## src/hw/rtl/esbrlc_pkg.sv

```systemverilog
// ----------------------------------------------------------------------------
// esbrlc_pkg: shared types and constants of the receiver link controller
// Request and result layouts, command, action and source codes, header masks.
// ----------------------------------------------------------------------------
`default_nettype none

package esbrlc_pkg;

	localparam int unsigned SLOT_W       = 4;
	localparam int unsigned S_TDATA_W    = 64;
	localparam int unsigned S_TUSER_W    = 2;
	localparam int unsigned M_TDATA_W    = 40;
	localparam int unsigned M_TUSER_W    = 2;

	localparam logic [1:0] CMD_RADIO_END = 2'd0;
	localparam logic [1:0] CMD_PUSH      = 2'd1;
	localparam logic [1:0] CMD_RELEASE   = 2'd2;

	localparam logic [1:0] ACT_RESTART   = 2'd0;
	localparam logic [1:0] ACT_TRANSMIT  = 2'd1;
	localparam logic [1:0] ACT_RECEIVE   = 2'd2;
	localparam logic [1:0] ACT_HOST_DONE = 2'd3;

	localparam logic [1:0] SRC_ACK       = 2'd0;
	localparam logic [1:0] SRC_SVC       = 2'd1;
	localparam logic [1:0] SRC_RING      = 2'd2;

	localparam logic [7:0] HDR_MASK      = 8'hf3;
	localparam logic [7:0] SVC_MARK      = 8'h05;
	localparam logic [7:0] UP_BIT        = 8'h08;
	localparam logic [7:0] DOWN_BIT      = 8'h04;
	localparam logic [5:0] SVC_SIZE      = 6'd3;

	typedef struct packed {
		logic [1:0]  cmd;
		logic        crc_ok;
		logic        is_unicast;
		logic [1:0]  pkt_pid;
		logic [15:0] pkt_crc;
		logic [5:0]  pkt_size;
		logic [7:0]  rx_byte0;
		logic [7:0]  rx_byte1;
		logic [7:0]  rx_byte2;
		logic [7:0]  push_header;
	} item_t;

	typedef struct packed {
		logic [1:0]        action;
		logic [1:0]        tx_source;
		logic [SLOT_W-1:0] tx_slot;
		logic [7:0]        tx_byte0;
		logic [7:0]        tx_byte1;
		logic [7:0]        tx_byte2;
		logic [SLOT_W-1:0] rx_slot;
		logic              rx_committed;
		logic              rx_ready;
		logic              tx_room;
		logic              safelink_on;
	} result_t;

endpackage

`default_nettype wire

```

## src/hw/rtl/esbrlc_ram.sv

```systemverilog
// ----------------------------------------------------------------------------
// esbrlc_ram: generic memory
// One write port and two registered read ports; a read of the address being
// written returns the new data.
// ----------------------------------------------------------------------------
`default_nettype none

module esbrlc_ram #(
	parameter int unsigned WIDTH = 8,
	parameter int unsigned DEPTH = 16
) (
	input  wire logic                     clk,
	input  wire logic                     we,
	input  wire logic [$clog2(DEPTH)-1:0] waddr,
	input  wire logic [WIDTH-1:0]         wdata,
	input  wire logic [$clog2(DEPTH)-1:0] raddr_a,
	output logic      [WIDTH-1:0]         rdata_a,
	input  wire logic [$clog2(DEPTH)-1:0] raddr_b,
	output logic      [WIDTH-1:0]         rdata_b
);

	logic [WIDTH-1:0] mem [DEPTH];

	always_ff @(posedge clk) begin
		if (we) begin
			mem[waddr] <= wdata;
		end
		rdata_a <= (we && waddr == raddr_a) ? wdata : mem[raddr_a];
		rdata_b <= (we && waddr == raddr_b) ? wdata : mem[raddr_b];
	end

endmodule

`default_nettype wire

```

## src/hw/rtl/esbrlc_ctrl.sv

```systemverilog
// ----------------------------------------------------------------------------
// esbrlc_ctrl: link decision logic and link state
// Ring indices, retry detection, sequence bits and service reply state, with
// the single-pass decision for the request held in the input register.
// ----------------------------------------------------------------------------
`default_nettype none

module esbrlc_ctrl
	import esbrlc_pkg::*;
#(
	parameter int unsigned RX_RING_DEPTH = 16,
	parameter int unsigned TX_RING_DEPTH = 16
) (
	input  wire logic                             clk,
	input  wire logic                             arst_n,
	input  wire logic                             fire,
	input  wire item_t                            item,
	output result_t                               res,
	output logic                                  mem_we,
	output logic [$clog2(TX_RING_DEPTH)-1:0]      mem_waddr,
	output logic [7:0]                            mem_wdata,
	output logic [$clog2(TX_RING_DEPTH)-1:0]      mem_raddr_a,
	output logic [$clog2(TX_RING_DEPTH)-1:0]      mem_raddr_b,
	input  wire logic [7:0]                       mem_rdata_a,
	input  wire logic [7:0]                       mem_rdata_b
);

	localparam int unsigned RX_IW = $clog2(RX_RING_DEPTH);
	localparam int unsigned TX_IW = $clog2(TX_RING_DEPTH);

	function automatic logic [RX_IW-1:0] rx_inc(input logic [RX_IW-1:0] v);
		return (v == RX_IW'(RX_RING_DEPTH - 1)) ? '0 : RX_IW'(v + 1'b1);
	endfunction

	function automatic logic [TX_IW-1:0] tx_inc(input logic [TX_IW-1:0] v);
		return (v == TX_IW'(TX_RING_DEPTH - 1)) ? '0 : TX_IW'(v + 1'b1);
	endfunction

	logic [RX_IW-1:0] rx_wr_q, rx_rd_q, rx_wr_n, rx_rd_n;
	logic [TX_IW-1:0] tx_wr_q, tx_rd_q, tx_wr_n, tx_rd_n;
	logic             trans_q, trans_n;
	logic             up_q, up_n, down_q, down_n;
	logic             safe_q, safe_n;
	logic [1:0]       last_pid_q, last_pid_n;
	logic [15:0]      last_crc_q, last_crc_n;
	logic [1:0]       last_src_q, last_src_n;
	logic [7:0]       last_hdr_q, last_hdr_n;
	logic             svc_pend_q, svc_pend_n;
	logic [23:0]      svc_bytes_q, svc_bytes_n;

	logic             do_retire, do_fresh, do_emit, svc_set, want_we;
	logic [7:0]       hdr_raw, hdr_fresh;
	logic [TX_IW-1:0] rd_eff;

	always_comb begin
		rx_wr_n     = rx_wr_q;
		rx_rd_n     = rx_rd_q;
		tx_wr_n     = tx_wr_q;
		tx_rd_n     = tx_rd_q;
		trans_n     = trans_q;
		up_n        = up_q;
		down_n      = down_q;
		safe_n      = safe_q;
		last_pid_n  = last_pid_q;
		last_crc_n  = last_crc_q;
		last_src_n  = last_src_q;
		last_hdr_n  = last_hdr_q;
		svc_pend_n  = svc_pend_q;
		svc_bytes_n = svc_bytes_q;
		do_retire   = 1'b0;
		do_fresh    = 1'b0;
		do_emit     = 1'b0;
		svc_set     = 1'b0;
		want_we     = 1'b0;
		mem_waddr   = tx_wr_q;
		mem_wdata   = item.push_header;
		hdr_raw     = mem_rdata_a;
		hdr_fresh   = mem_rdata_a;
		res         = '0;
		res.action  = ACT_HOST_DONE;

		case (item.cmd)
			CMD_PUSH: begin
				if (tx_inc(tx_wr_q) != tx_rd_q) begin
					want_we = 1'b1;
					tx_wr_n = tx_inc(tx_wr_q);
				end
			end
			CMD_RELEASE: begin
				if (rx_rd_q != rx_wr_q) begin
					rx_rd_n = rx_inc(rx_rd_q);
				end
			end
			CMD_RADIO_END: begin
				if (trans_q) begin
					trans_n    = 1'b0;
					res.action = ACT_RECEIVE;
				end else if (!item.crc_ok || rx_inc(rx_wr_q) == rx_rd_q) begin
					res.action = ACT_RESTART;
				end else if (!item.is_unicast) begin
					rx_wr_n          = rx_inc(rx_wr_q);
					res.rx_committed = 1'b1;
					res.action       = ACT_RECEIVE;
				end else begin
					last_pid_n = item.pkt_pid;
					last_crc_n = item.pkt_crc;
					res.action = ACT_TRANSMIT;
					if (item.pkt_pid == last_pid_q && item.pkt_crc == last_crc_q) begin
						do_emit = 1'b1;
					end else if (item.pkt_size == SVC_SIZE
							&& (item.rx_byte0 & HDR_MASK) == HDR_MASK
							&& item.rx_byte1 == SVC_MARK) begin
						do_retire   = 1'b1;
						safe_n      = (item.rx_byte2 != 8'd0);
						svc_bytes_n = {item.rx_byte2, item.rx_byte1, item.rx_byte0};
						svc_set     = 1'b1;
						do_fresh    = 1'b1;
						down_n      = 1'b1;
						up_n        = 1'b1;
					end else begin
						if (!safe_q || (item.rx_byte0 & UP_BIT) != {4'd0, up_q, 3'd0}) begin
							rx_wr_n          = rx_inc(rx_wr_q);
							up_n             = ~up_q;
							res.rx_committed = 1'b1;
						end
						if (!safe_q || (item.rx_byte0 & DOWN_BIT) != {5'd0, down_q, 2'd0}) begin
							down_n    = ~down_q;
							do_retire = 1'b1;
							do_fresh  = 1'b1;
						end else begin
							do_emit = 1'b1;
						end
					end
				end
			end
			default: ;
		endcase

		if (do_retire) begin
			if (last_src_q == SRC_RING && tx_rd_q != tx_wr_q) begin
				tx_rd_n = tx_inc(tx_rd_q);
			end
			if (last_src_q == SRC_SVC) begin
				svc_pend_n = 1'b0;
			end
		end
		if (svc_set) begin
			svc_pend_n = 1'b1;
		end

		if (do_fresh) begin
			if (svc_pend_n) begin
				last_src_n = SRC_SVC;
				last_hdr_n = svc_bytes_n[7:0];
			end else if (tx_rd_n != tx_wr_q) begin
				hdr_raw   = (tx_rd_n != tx_rd_q) ? mem_rdata_b : mem_rdata_a;
				hdr_fresh = safe_n ? ((hdr_raw & HDR_MASK) | {5'd0, down_n, 2'd0}) : hdr_raw;
				if (safe_n) begin
					want_we   = 1'b1;
					mem_waddr = tx_rd_n;
					mem_wdata = hdr_fresh;
				end
				last_src_n = SRC_RING;
				last_hdr_n = hdr_fresh;
			end else begin
				last_src_n = SRC_ACK;
				last_hdr_n = HDR_MASK | {5'd0, down_n, 2'd0};
			end
		end

		if (do_fresh || do_emit) begin
			trans_n       = 1'b1;
			res.tx_source = last_src_n;
			res.tx_slot   = (last_src_n == SRC_RING) ? SLOT_W'(tx_rd_n) : '0;
			res.tx_byte0  = last_hdr_n;
			if (last_src_n == SRC_SVC) begin
				res.tx_byte1 = svc_bytes_n[15:8];
				res.tx_byte2 = svc_bytes_n[23:16];
			end
		end

		res.rx_slot     = SLOT_W'(rx_wr_n);
		res.rx_ready    = (rx_wr_n != rx_rd_n);
		res.tx_room     = (tx_inc(tx_wr_n) != tx_rd_n);
		res.safelink_on = safe_n;
	end

	// The read ports follow the head of the transmit ring and the slot after it.
	assign rd_eff      = fire ? tx_rd_n : tx_rd_q;
	assign mem_raddr_a = rd_eff;
	assign mem_raddr_b = tx_inc(rd_eff);
	assign mem_we      = fire && want_we;

	always_ff @(posedge clk or negedge arst_n) begin
		if (!arst_n) begin
			rx_wr_q     <= '0;
			rx_rd_q     <= '0;
			tx_wr_q     <= '0;
			tx_rd_q     <= '0;
			trans_q     <= 1'b0;
			up_q        <= 1'b1;
			down_q      <= 1'b1;
			safe_q      <= 1'b0;
			last_pid_q  <= '0;
			last_crc_q  <= '0;
			last_src_q  <= SRC_ACK;
			last_hdr_q  <= '0;
			svc_pend_q  <= 1'b0;
			svc_bytes_q <= '0;
		end else if (fire) begin
			rx_wr_q     <= rx_wr_n;
			rx_rd_q     <= rx_rd_n;
			tx_wr_q     <= tx_wr_n;
			tx_rd_q     <= tx_rd_n;
			trans_q     <= trans_n;
			up_q        <= up_n;
			down_q      <= down_n;
			safe_q      <= safe_n;
			last_pid_q  <= last_pid_n;
			last_crc_q  <= last_crc_n;
			last_src_q  <= last_src_n;
			last_hdr_q  <= last_hdr_n;
			svc_pend_q  <= svc_pend_n;
			svc_bytes_q <= svc_bytes_n;
		end
	end

endmodule

`default_nettype wire

```

## src/hw/rtl/esb_receiver_link_controller.sv

```systemverilog
// ----------------------------------------------------------------------------
// esb_receiver_link_controller: receiver-side link controller
// Decides drop, queue, acknowledge, resend or service reply for radio events
// and keeps the receive and transmit rings for host pushes and releases.
// A request passes the input register and then the output register; one request
// per cycle while the output is not stalled. The decision for a request is made
// combinationally between the two, with the transmit header store read ahead.
// Reset clears the ring indices and link state; the header store is not reset.
// ----------------------------------------------------------------------------
`default_nettype none

module esb_receiver_link_controller
	import esbrlc_pkg::*;
#(
	parameter int unsigned RX_RING_DEPTH = 16,
	parameter int unsigned TX_RING_DEPTH = 16
) (
	input  wire logic                 clk,
	input  wire logic                 arst_n,
	input  wire logic                 s_tvalid,
	output logic                      s_tready,
	// crc_ok, is_unicast, pkt_pid, pkt_crc, pkt_size, rx_byte0, rx_byte1,
	// rx_byte2, push_header
	input  wire logic [S_TDATA_W-1:0] s_tdata,
	// cmd
	input  wire logic [S_TUSER_W-1:0] s_tuser,
	output logic                      m_tvalid,
	input  wire logic                 m_tready,
	// tx_source, tx_slot, tx_byte0, tx_byte1, tx_byte2, rx_slot, rx_committed,
	// rx_ready, tx_room, safelink_on
	output logic [M_TDATA_W-1:0]      m_tdata,
	// action
	output logic [M_TUSER_W-1:0]      m_tuser
);

	localparam int unsigned TX_IW = $clog2(TX_RING_DEPTH);

	item_t            item_in, item_s1;
	logic             valid_s1;
	logic             fire;
	result_t          res, result_q;
	logic             m_tvalid_q;
	logic             mem_we;
	logic [TX_IW-1:0] mem_waddr, mem_raddr_a, mem_raddr_b;
	logic [7:0]       mem_wdata, mem_rdata_a, mem_rdata_b;

	always_comb begin
		item_in             = '0;
		item_in.cmd         = s_tuser[1:0];
		item_in.crc_ok      = s_tdata[0];
		item_in.is_unicast  = s_tdata[1];
		item_in.pkt_pid     = s_tdata[3:2];
		item_in.pkt_crc     = s_tdata[19:4];
		item_in.pkt_size    = s_tdata[25:20];
		item_in.rx_byte0    = s_tdata[33:26];
		item_in.rx_byte1    = s_tdata[41:34];
		item_in.rx_byte2    = s_tdata[49:42];
		item_in.push_header = s_tdata[57:50];
	end

	assign fire     = valid_s1 && (!m_tvalid_q || m_tready);
	assign s_tready = !valid_s1 || fire;

	always_ff @(posedge clk or negedge arst_n) begin
		if (!arst_n) begin
			valid_s1 <= 1'b0;
		end else if (s_tready) begin
			valid_s1 <= s_tvalid;
		end
	end

	always_ff @(posedge clk) begin
		if (s_tvalid && s_tready) begin
			item_s1 <= item_in;
		end
	end

	esbrlc_ctrl #(
		.RX_RING_DEPTH(RX_RING_DEPTH),
		.TX_RING_DEPTH(TX_RING_DEPTH)
	) u_ctrl (
		.clk        (clk),
		.arst_n     (arst_n),
		.fire       (fire),
		.item       (item_s1),
		.res        (res),
		.mem_we     (mem_we),
		.mem_waddr  (mem_waddr),
		.mem_wdata  (mem_wdata),
		.mem_raddr_a(mem_raddr_a),
		.mem_raddr_b(mem_raddr_b),
		.mem_rdata_a(mem_rdata_a),
		.mem_rdata_b(mem_rdata_b)
	);

	esbrlc_ram #(
		.WIDTH(8),
		.DEPTH(TX_RING_DEPTH)
	) u_hdr_store (
		.clk    (clk),
		.we     (mem_we),
		.waddr  (mem_waddr),
		.wdata  (mem_wdata),
		.raddr_a(mem_raddr_a),
		.rdata_a(mem_rdata_a),
		.raddr_b(mem_raddr_b),
		.rdata_b(mem_rdata_b)
	);

	always_ff @(posedge clk or negedge arst_n) begin
		if (!arst_n) begin
			m_tvalid_q <= 1'b0;
		end else if (fire) begin
			m_tvalid_q <= 1'b1;
		end else if (m_tready) begin
			m_tvalid_q <= 1'b0;
		end
	end

	always_ff @(posedge clk) begin
		if (fire) begin
			result_q <= res;
		end
	end

	assign m_tvalid = m_tvalid_q;
	assign m_tuser  = result_q.action;
	assign m_tdata  = {2'b00,
			result_q.safelink_on, result_q.tx_room, result_q.rx_ready,
			result_q.rx_committed, result_q.rx_slot,
			result_q.tx_byte2, result_q.tx_byte1, result_q.tx_byte0,
			result_q.tx_slot, result_q.tx_source};

	a_stall_holds: assert property (@(posedge clk) disable iff (!arst_n)
			(valid_s1 && m_tvalid_q && !m_tready) |=> valid_s1)
		else $error("Input register lost a request while the output was stalled.");

	a_no_send_fields: assert property (@(posedge clk) disable iff (!arst_n)
			(m_tvalid_q && result_q.action != ACT_TRANSMIT) |->
			(result_q.tx_source == SRC_ACK && result_q.tx_byte0 == 8'd0))
		else $error("Transmit fields are set on a result that sends nothing.");

	a_commit_action: assert property (@(posedge clk) disable iff (!arst_n)
			(m_tvalid_q && result_q.rx_committed) |->
			(result_q.action == ACT_TRANSMIT || result_q.action == ACT_RECEIVE))
		else $error("A packet was committed on a result that drops it.");

	a_result_source: assert property (@(posedge clk) disable iff (!arst_n)
			$rose(m_tvalid_q) |-> $past(valid_s1))
		else $error("A result appeared without a request in the input register.");

endmodule

`default_nettype wire
```

## config.mk

```make
export PLATFORM = sky130hd
export DESIGN_NAME = esb_receiver_link_controller
export DESIGN_NICKNAME = d
export VERILOG_FILES = /design/src/hw/rtl/esbrlc_pkg.sv /design/src/hw/rtl/esbrlc_ram.sv /design/src/hw/rtl/esbrlc_ctrl.sv /design/src/hw/rtl/esb_receiver_link_controller.sv
export SDC_FILE = /design/constraint.sdc
export NUM_CORES = 1
export LEC_CHECK = 0
export ABC_AREA = 1
export BUFFER_PORTS_ARGS = -buffer_cell sky130_fd_sc_hd__buf_2
export CAP_MARGIN = 20
export CORE_UTILIZATION = 45
export DETAILED_ROUTE_END_ITERATION = 10
export GPL_TIMING_DRIVEN = 0
export SETUP_SLACK_MARGIN = 0.15
export SYNTH_ARGS = -nofsm -noshare
export SYNTH_HDL_FRONTEND = slang
export SYNTH_HIERARCHICAL = 1
export SYNTH_SLANG_ARGS = --single-unit
export TNS_END_PERCENT = 5
```

## constraint.sdc

```tcl
create_clock -name clk -period 8.29 [get_ports clk]
set_input_delay 1.2435 -clock clk [delete_from_list [all_inputs] [get_ports clk]]
set_output_delay 1.2435 -clock clk [all_outputs]
set_load 0.03 [all_outputs]
```

==> out/qor.csv <==
metric,value,unit
first-pass GRT wire length,69.06,mm
vias per std cell,5.223,
Switching Power,1.923,mW
Reg2Reg Depth,18,
Layout area overhead,15.95,%
worst hold path cell count,1,
cell count after synthesis,1719,
Final Critical Period,4.543,ns
Post-synth EDFFs,228,
Hold EP,u_ctrl/svc_bytes_q[6],
First DRT Iteration DRCs,1458,
CP Capture Type,register,
VDD IR max,0.1648,mV
Worst-Skew Late Latency,0.56,ns
layout net count,1945,
filler cell count,3078,
Hold Crit Class,reg -> reg,
row count,67,
Hold WS,0.4720,ns
flop-to-flop setup slack,3.75,ns
Pint,3.351,mW
clock buffer depth,3,
synth warn,6,
R2R Path End,u_hdr_store/mem[9][1],
vias,12270,
Die Height,187.0,um
# hold bufs at CTS,0,
Detailed Routing Iterations Pass 1,6,
clk root buf,clkbuf_16,
slew of the pin with the lowest slew margin,1.071,ns
"Core Util, Final",53.09,%
CTS Buf Count,36,
Placed Cells,2279,
Switching Fraction,36.46,%
status,completed,
share of layout cells above drive strength 1,14.45,%
Worst Path Max Fanout,10,
die span in x,187.0,um
dpl ws,3.610,ns
synth unique cells,43,
Max-slew headroom,28.37,%
die area,34950,sq um
Port Buffers,105,
pins over their slew limit,0,
crit path DAT,4.70,ns
worst setup margin,3.747,ns
pin count of the biggest net entering global routing,45,
Core Box Area,33620,sq um
Post-Syn Area,15390,sq um
CP Launch Type,register,
total negative slack,0,ns
sequential cell area,8886,sq um
Final Wtd Congestion,1.001,
post-route ant nets,0,
RR Startpoint,item_s1[35],
Async SR Flop Fraction,24.12,%
GR Overflow Total,0,
post-synthesis area per instance,8.955,sq um
Hold Fails Final Rpt,0,
WL/cell,19.34,um
Clk pwr share,31.2,%
clock sink total,311,
antenna violations before repair,5,
Comb power frac,31.7,%
post-route standard cell area excluding fillers,17850,sq um
vias in the first global route,11540,
Multi-input gate area,5095,sq um
final setup vio count,0,
Post-DP Area,16610,sq um
data required time of the critical path,8.45,ns
crit share post-route,54.81,%
Max Cap Violations,0,
post-layout instance count excluding filler cells,2349,
# DRC,0,
total power,5.274,mW
top_reg_cell synth,edfxtp_1,
sequential area share after synthesis,57.73,%
P_leak,8.055,nW
Tot GR Track Use,26.38,%
DP Wirelength,32.36,mm
Pwr Density,295.5,nW/um^2
RSZ-0062 raised after global routing,no,
"Setup Fix Bufs, Post-CTS",0,
Reg power frac,37.1,%
fmax,220.1,MHz
CTS tree,done,
Initial Utilization,45.79,%
worst hold start,u_ctrl/svc_bytes_q[6],
Clock Skew,0.01918,ns
Worst Setup Path Type,reg -> reg,
H-tree depth,2,
routed wire length,45.44,mm
post-CTS sizing,0,
Synth Register Bits,311,
clk slew on worst S/H paths,0.06,ns
Top Ports,114,
[power by group through the flow]
stage               registers (mW)  clock network [mW]  logic, mW
floorplan                     2.00                   0       1.06
global placement              1.98                   0       1.61
detailed placement            1.98                   0       1.63
CTS                           1.95                1.68       1.64
global route                  1.98                1.74       1.82
finish                        1.96                1.64       1.67
[how the worst max path moves through the flow]
stage | from | endpoint | cells after the start
floorplan | m_tready | u_hdr_store/mem[12][0] | 8
global placement | m_tready | u_hdr_store/mem[10][7] | 9
detailed placement | m_tready | u_hdr_store/mem[10][5] | 9
CTS | item_s1[35] | u_hdr_store/mem[10][1] | 18
global route | item_s1[35] | u_hdr_store/mem[10][7] | 18
finish | item_s1[35] | u_hdr_store/mem[9][1] | 18
[worst max-delay path, stage by stage, from the launching register on]
cell and delay (ns):
edfxtp_1 0.35, nor2_1 0.10, nand2_1 0.06, nor2_1 0.27, nand3_1 0.27, a21oi_1 0.24
nand2_2 0.16, nor2_4 0.21, nand3_1 0.11, nand2_2 0.19, nand2_2 0.17, inv_2 0.11
nand2_2 0.07, nor2_4 0.13, nand2_2 0.10, buf_6 0.17, a21oi_1 0.28, nand3b_1 0.28
nor2_1 0.86
[state kept, by name (all words and copies together) (netlist names), 8 cells and up, named ones only]
name / count
u_ctrl/svc_bytes_q: 24
u_ctrl/last_hdr_q: 8
u_hdr_store/mem: 128
u_ctrl/last_crc_q: 16
item_s1: 60
m_tdata: 38
[final cells by class]
cell class	instances	area share, %
multi-input combinational	1081	28.55
sequential	311	49.79
antenna	5	0.07010
inverter	251	5.286
clock buffer	48	5.475
timing repair buffer	111	3.526
clock inverter	17	1.374
buffer	77	2.797
tap	448	3.141
[cells in the mapped netlist, drive strengths merged (2+ instances only)]
| master | count | area [sq um] |
|---|---|---|
| dfrtp | 73 | 1827 |
| nand4 | 9 | 56.30 |
| a21oi | 25 | 132.6 |
| o21ai | 89 | 452.9 |
| dfstp | 2 | 52.55 |
| nor4 | 3 | 18.77 |
| nand3 | 261 | 1351 |
| o21bai | 6 | 45.04 |
| clkbuf | 19 | 71.32 |
| or2 | 3 | 18.77 |
| edfxtp | 228 | 6847 |
| ha | 6 | 75.07 |
| buf | 58 | 427.9 |
| mux2i | 12 | 120.1 |
| nor3 | 10 | 55.05 |
| nor2 | 71 | 324.1 |
| nand2 | 542 | 2062 |
| xor2 | 18 | 157.7 |
| dfxtp | 8 | 160.2 |
| nand3b | 3 | 22.52 |
| o31ai | 7 | 52.55 |
| xnor2 | 10 | 87.58 |
| inv | 250 | 938.4 |
[routing by layer]
layer / GRT usage, % / share of wire (%) / up-vias
met1: 37.87 / 45 / 5701
met2: 39.14 / 43 / 593
met3: 6.792 / 9.8 / 82
met5: 0 / 0.059 / -
li1: - / - / 5889
met4: 8.102 / 2.3 / 4
[cells in the final DEF, fill, tap and decap left out, types with 18 or more instances in the layout]
cell type  synthesis  layout
buf_6             19      22
o21ai_0           70      70
nand2_1          531     531
clkbuf_1          19      29
nor2_1            58      58
buf_2             30     134
edfxtp_1         228     228
nand3_1          255     255
xor2_1            18      18
dfrtp_1           73      73
a21oi_1           23      22
clkbuf_16          0      37
inv_1            242     241
[cells by family after synthesis]
logic type / synth area share (%)
AO/OA/AOI/OAI: 4.527
XOR/XNOR: 1.593
adder cells (fa/ha/maj): 0.4877
buffers and inverters: 9.372
flip-flops: 57.73
multiplexers: 0.7803
other: 0.02436
AND/OR/NAND/NOR: 25.49
(Power assumes the default switching activity.)
